File: src/tnps_pkg.sv
// Shared types and constants for the thresholded nearest-point search core.
// Used by the controller, the datapath and the top level; no dependencies.
`timescale 1ns / 1ps
`default_nettype none

package tnps_pkg;

  localparam int unsigned MaxPointsDef = 256;
  localparam int unsigned CoordBitsDef = 16;

  localparam int unsigned PtW    = 16;  // width of one coordinate port
  localparam int unsigned RadW   = 34;  // squared radius register
  localparam int unsigned IdxOutW = 9;  // result index port

  // item command codes
  localparam logic CMD_LOAD  = 1'b0;
  localparam logic CMD_QUERY = 1'b1;

  // controller -> datapath
  typedef struct packed {
    logic load;     // write the input point into the store
    logic capture;  // latch the query point, restart the scan
    logic issue;    // read one stored point into the distance pipe
    logic publish;  // move the search result into the output register
  } tnps_cmd_t;

  // datapath -> controller
  typedef struct packed {
    logic empty;      // store holds no points
    logic scan_last;  // scan address is the last stored entry
    logic pipe_busy;  // distance pipe still holds entries
    logic out_free;   // output register can take a result this cycle
  } tnps_sts_t;

endpackage

`default_nettype wire

File: src/tnps_ctrl.sv
// Controller of the nearest-point search: accepts items, sequences the scan.
// Depends on tnps_pkg for the command and status structs.
`timescale 1ns / 1ps
`default_nettype none

module tnps_ctrl (
  input  wire logic               clk_i,
  input  wire logic               rst_ni,
  input  wire logic               in_valid_i,
  output logic                    in_stall_o,
  input  wire logic               cmd_i,
  input  wire tnps_pkg::tnps_sts_t sts_i,
  output tnps_pkg::tnps_cmd_t     cmd_o
);
  import tnps_pkg::*;

  typedef enum logic [3:0] {
    ST_IDLE   = 4'b0001,
    ST_SCAN   = 4'b0010,
    ST_DRAIN  = 4'b0100,
    ST_RESULT = 4'b1000
  } state_e;

  state_e state_q, state_d;
  logic   in_xfer;

  assign in_stall_o = (state_q != ST_IDLE);
  assign in_xfer    = in_valid_i && !in_stall_o;

  always_comb begin
    state_d = state_q;
    cmd_o   = '0;
    case (state_q)
      ST_IDLE: begin
        if (in_xfer) begin
          if (cmd_i == CMD_QUERY) begin
            cmd_o.capture = 1'b1;
            state_d       = ST_SCAN;
          end else begin
            cmd_o.load = 1'b1;
          end
        end
      end
      ST_SCAN: begin
        cmd_o.issue = !sts_i.empty;
        if (sts_i.empty || sts_i.scan_last) begin
          state_d = ST_DRAIN;
        end
      end
      ST_DRAIN: begin
        if (!sts_i.pipe_busy) begin
          state_d = ST_RESULT;
        end
      end
      ST_RESULT: begin
        if (sts_i.out_free) begin
          cmd_o.publish = 1'b1;
          state_d       = ST_IDLE;
        end
      end
      default: begin
        state_d = ST_IDLE;
      end
    endcase
  end

  always_ff @(posedge clk_i or negedge rst_ni) begin
    if (!rst_ni) begin
      state_q <= ST_IDLE;
    end else begin
      state_q <= state_d;
    end
  end

endmodule

`default_nettype wire

File: config.mk
export PLATFORM = sky130hd
export DESIGN_NAME = tnps_ctrl
export DESIGN_NICKNAME = d
export VERILOG_FILES = /design/src/tnps_pkg.sv /design/src/tnps_ctrl.sv
export SDC_FILE = /design/constraint.sdc
export NUM_CORES = 1
export LEC_CHECK = 0
export ABC_AREA = 1
export BUFFER_PORTS_ARGS = -buffer_cell sky130_fd_sc_hd__buf_2
export CAP_MARGIN = 40
export CORE_AREA = 2 2 39 41
export DETAILED_ROUTE_END_ITERATION = 8
export DIE_AREA = 0 0 41 43
export PLACE_DENSITY_LB_ADDON = 0.25
export SYNTH_ARGS = -nofsm -noshare
export SYNTH_HDL_FRONTEND = slang
export SYNTH_SLANG_ARGS = --single-unit
File: constraint.sdc
create_clock -name clk_i -period 2 [get_ports clk_i]
set_clock_uncertainty 0.05 [all_clocks]
set_input_delay 0.1 -clock clk_i [delete_from_list [all_inputs] [get_ports clk_i]]
set_output_delay 0.1 -clock clk_i [all_outputs]
set_load 0.05 [all_outputs]
After elaboration in Yosys (flattened, before gate mapping)
Cells that the tools add are included.
{"block": "totals", "romBits": 0, "register_bits": 4, "ram_bits": 0, "output_inout_bits": 5, "inputBits": 8, "latch_bits": 0, "elab_cells": 29, "n_memories": 0}
{"block": "classes", "muxes": 13, "multipliers": 0, "n_addsub": 0, "n_reduce_logical": 5, "n_lt_le_gt_ge": 0, "n_eq_ne": 10, "n_bitwise": 0, "n_div": 0, "n_shift": 0}
{"cell": "$mux W4", "count": 5}
{"cell": "$pmux W4 S4", "count": 1}
{"cell": "$ne A2 B2 Y1 const B", "count": 5}
{"cell": "$mux W1", "count": 5}
{"cell": "$reduce_and A5 Y1", "count": 1}
{"cell": "$eq A4 B1 Y1 const B", "count": 1}
{"cell": "$eq A4 B2 Y1 const B", "count": 1}
{"cell": "$eq A4 B3 Y1 const B", "count": 1}
{"cell": "$eq A4 B4 Y1 const B", "count": 1}
{"cell": "$mux W2", "count": 2}
{"cell": "$ne A4 B1 Y1 const B", "count": 1}
{"cell": "$logic_not A1 Y1", "count": 2}
{"cell": "$logic_and A1 B1 Y1", "count": 1}
{"cell": "$logic_or A1 B1 Y1", "count": 1}

Logic depth before layout (Yosys ltp)
{"block": "depth", "word_depth": 5, "mapped_depth": 7}

Least setup slack after synthesis
Ideal clock, no wire load.
{"block": "synth_path", "path_type": "register to output", "from": "register state_q[0]", "to": "output port cmd_o[3] (netlist bit)", "arrival_time_ps": 1693, "n_path_buf": 0, "slack_ps": 157, "stages_incl_launch_ff": 7, "path_cell_list": "dfstp_2 > inv_1 > nor2_2 > nand2_2 > inv_1 > nand2_1 > nor2_1"}
{"item": "start: declaration", "line_no": "tnps_ctrl.sv:24", "rtl": "state_e state_q, state_d;"}
{"item": "start signal: assignment", "line_no": "tnps_ctrl.sv:71", "rtl": "state_q <= state_d;"}
{"item": "end: declaration", "line_no": "tnps_ctrl.sv:13", "rtl": "output tnps_pkg::tnps_cmd_t cmd_o"}

==> out/summary.md <==
For the pin with the worst max-slew slack, the measured transition is 0.249 ns. The die is 43 um tall. Counting flops and latches in the post-synthesis netlist gives 4. TritonCTS built the clock tree.

The sequential share of the synthesized area was 37.0%; the number of flops mapped to enable cells by yosys was 0. The number of different library cells in the post-synthesis netlist was 9; the utilization of the core after routing was 28.2%. The most numerous cell in the Yosys netlist is nand2_1. The tools report the clock net sink count as 4.

The tools report the max-cap check violation count as 0. The worst-case IR drop observed on VDD is 413 uV. The final number of setup-violating endpoints came out at 0. By count the netlist is led by 14 x nand2_1, 9 x nor2_1, 8 x inv_1. The flow ran to the end, and the final reports show no timing, DRC or antenna violations. The placed wire-length estimate came out at 492 um. In this run the tool buffered the top-level ports with 12 buffer cells. The first global-routing pass estimated 1030 um of wire. Counting flops with an async set or reset pin after synthesis yields a share of 100%. The largest registers in the layout are state_q x4. The final-report max-slew violation count is 0, and the wire length per cell is 7.97 um. Adding up every negative setup slack in the final design gives 0 ns. The power per cell area is 1300 nW/um^2, and the initial DRC count is 6. The upper clock frequency limit is 614 MHz. In this run the horizontal extent of the chip is 41 um.

The number of stages on the worst hold path works out to 3. Once the clock tree was built, the setup fixing pass inserted 0 buffers. The longest clock path from root to sink contains 2 buffers. Summed over its instances, the top area cell type makes up 27.4% of the synthesized netlist area. The netlist area before placement came out at 274 sq um. The mean instance size in the synthesized netlist was 6.09 sq um; the worst reg2reg path depth was 7. The cell sitting at the root of the clock tree is a clkbuf_4.

The total number of placement rows was 14. Setup repair after global routing left no endpoint under its margin. Using the TritonRoute via totals, the vias-per-cell ratio works out to 3.86.

The first detailed-routing pass ran for 5 iterations. Data on the critical path arrives at its endpoint at 1.48 ns. The fraction of layout cells with a size suffix above 1 is 33.9%. In this run the static leakage power is 0.000251 uW.

The max-slew headroom at the worst pin was 83.5%. Final weighted congestion of routability-driven global placement: 0.729. The initial antenna violation count was 0. The register with the most flip-flops in the layout has 4 of them. For this run, the slowest stage of the critical path takes 0.55 ns. After layout, the minimum clock period comes to 1.63 ns. On the critical path the largest part of the delay comes from flip-flops. The logs give 1 for the deepest level of the CTS H-tree and 0 for the post-cts sizing count. The instance area after placement was 354 sq um; the instance count of the mapped netlist was 45.

STA classifies the critical path endpoint as a primary output. The final count of hold timing violations is 0. Highest-delay cell along the critical path: dfstp_2. At the worst endpoint, the required time is 1.85 ns.

The commonest register cell after synthesis was dfrtp_1. Number of global-route vias before repair: 281. The worst hold path begins at sts_i[1]. Yosys printed 0 warnings. The run gives 8.85% as the overall global routing resource usage.

STA classifies the critical path startpoint as a flop. The run gives 509 uW as the total power of the final layout. Global routing finished with a remaining overflow of 0.

The run gives 3 as the TritonCTS buffer count. The classification of the worst-slack hold path is in -> reg. The tools report the startpoint of the worst register-to-register path as state_q[0]. The count of nets left with antenna violations once routing finished came out at 0. The worst register-to-register path has a setup slack of 0.81 ns.

The signal on the critical path passes through inv_1 > nor2_2 > nand2_2 > inv_1 > nand2_1 > nor2_1 > buf_2. Entering global routing, the biggest net connects 5 pins. The later pin in the worst-skew pair is clocked with a latency of 0.24 ns.

The total wire length after detailed routing is 622 um. The critical path start-end classification was reg -> out. Synthesis produced a netlist with a net count of 53. For the diode insertion count for antenna repair, the log shows 0.

The post-synthesis cell type with the largest combined area is dfrtp_1. In this run the standard cell core region covers 1380 sq um. The destination of the worst hold path is state_q[2]. The total number of vias is 301, and the post-layout instance area is 390 sq um. Pin placement for this block handled 13 I/O pins.

Counting stages on the worst path, the most repeated cell is inv_1. Ranked by total cell area, the synthesized netlist is headed by dfrtp_1 27%, nand2_1 19%, nor2_1 12%, inv_1 11%, dfstp_2 9.6%. Counting flops per register, the top entry is state_q. The clock-pin transition on the worst setup and hold timing paths works out to 0.04 ns. After the last flow step, the layout net total stands at 71. The logs give 0.0725 ns for the hold slack and 0 for the residual DRC count. In this run the worst path has a maximum fanout of 4.

The run gives 19.8% as the initial standard-cell utilization of the core. The buffers plus inverters on the worst setup path works out to 3. The floorplan step defined a die boundary enclosing 1760 sq um.

The final critical path takes up 81.4% of the cycle. The destination of the worst register-to-register timing path is state_q[2]. Area added between synthesis and finish: 42.5%.
[timing repair]
item,in CTS,in global routing
hold buffers,1,0
endpoints found under the setup margin,0,0
hold endpoints to repair,4,0
[worst min-delay path, cell delays in order]
cell     delay, ns
buf_2         0.08
nand3_1       0.08
nand2_1       0.07
[layout by cell type, fill, tap and decap left out]
cell type and instances:
clkbuf_1 1, nor2_2 4, nor2_1 9, nand3_1 4
nand2_2 1, dfrtp_1 3, buf_2 12, nand2_1 14
dlygate4sd3_1 1, clkbuf_4 3, dfstp_2 1, o21ai_0 1
inv_1 8
[per-stage QoR]
stage,setup WS [ns],instances
finish,0.371,78
detailed placement,0.632,73
global route,0.261,78
floorplan,0.157,45
CTS,0.368,78
global placement,0.644,73
[worst max path at each step]
stage          startpoint  endpoint  slack, ns  cells past startpoint
2_1_floorplan  state_q[0]  cmd_o[3]       0.16                      6
3_3_place_gp   state_q[0]  cmd_o[3]       0.64                      7
3_5_place_dp   state_q[0]  cmd_o[3]       0.63                      7
4_1_cts        state_q[0]  cmd_o[3]       0.37                      7
5_1_grt        state_q[0]  cmd_o[3]       0.26                      7
6_report       state_q[0]  cmd_o[3]       0.37                      7
[logic make-up after synthesis]
| family | after synthesis | synth area share [%] |
|---|---|---|
| simple gates | 32 | 50.2 |
| buf+inv | 8 | 11.0 |
| flops | 4 | 37.0 |
| compound gates | 1 | 1.82 |
[power breakdown]
| group | switching, uW | internal [uW] |
|---|---|---|
| logic | 192 | 72.2 |
| clock network | 37.4 | 75.1 |
| registers | 21.9 | 110 |
| total | 251 | 258 |
[area by class of cell]
| cell class | count | area (sq um) |
|---|---|---|
| tap | 16 | 20.0 |
| sequential | 4 | 101 |
| fill | 163 | 993 |
| multi-input combinational | 33 | 143 |
| timing repair buffer | 13 | 70.1 |
| clock buffer | 4 | 26.3 |
| inverter | 8 | 30.0 |
[routing by layer]
metal  vias up  global-route usage (%)  wire length (um)
met5         -                       0                 0
met4         0                    8.00                14
met3         2                    3.14                43
met2        11                    11.6               262
met1       123                    10.7               302
li1        165                       -                 -
Note: power is estimated with default switching activity, not from simulation.
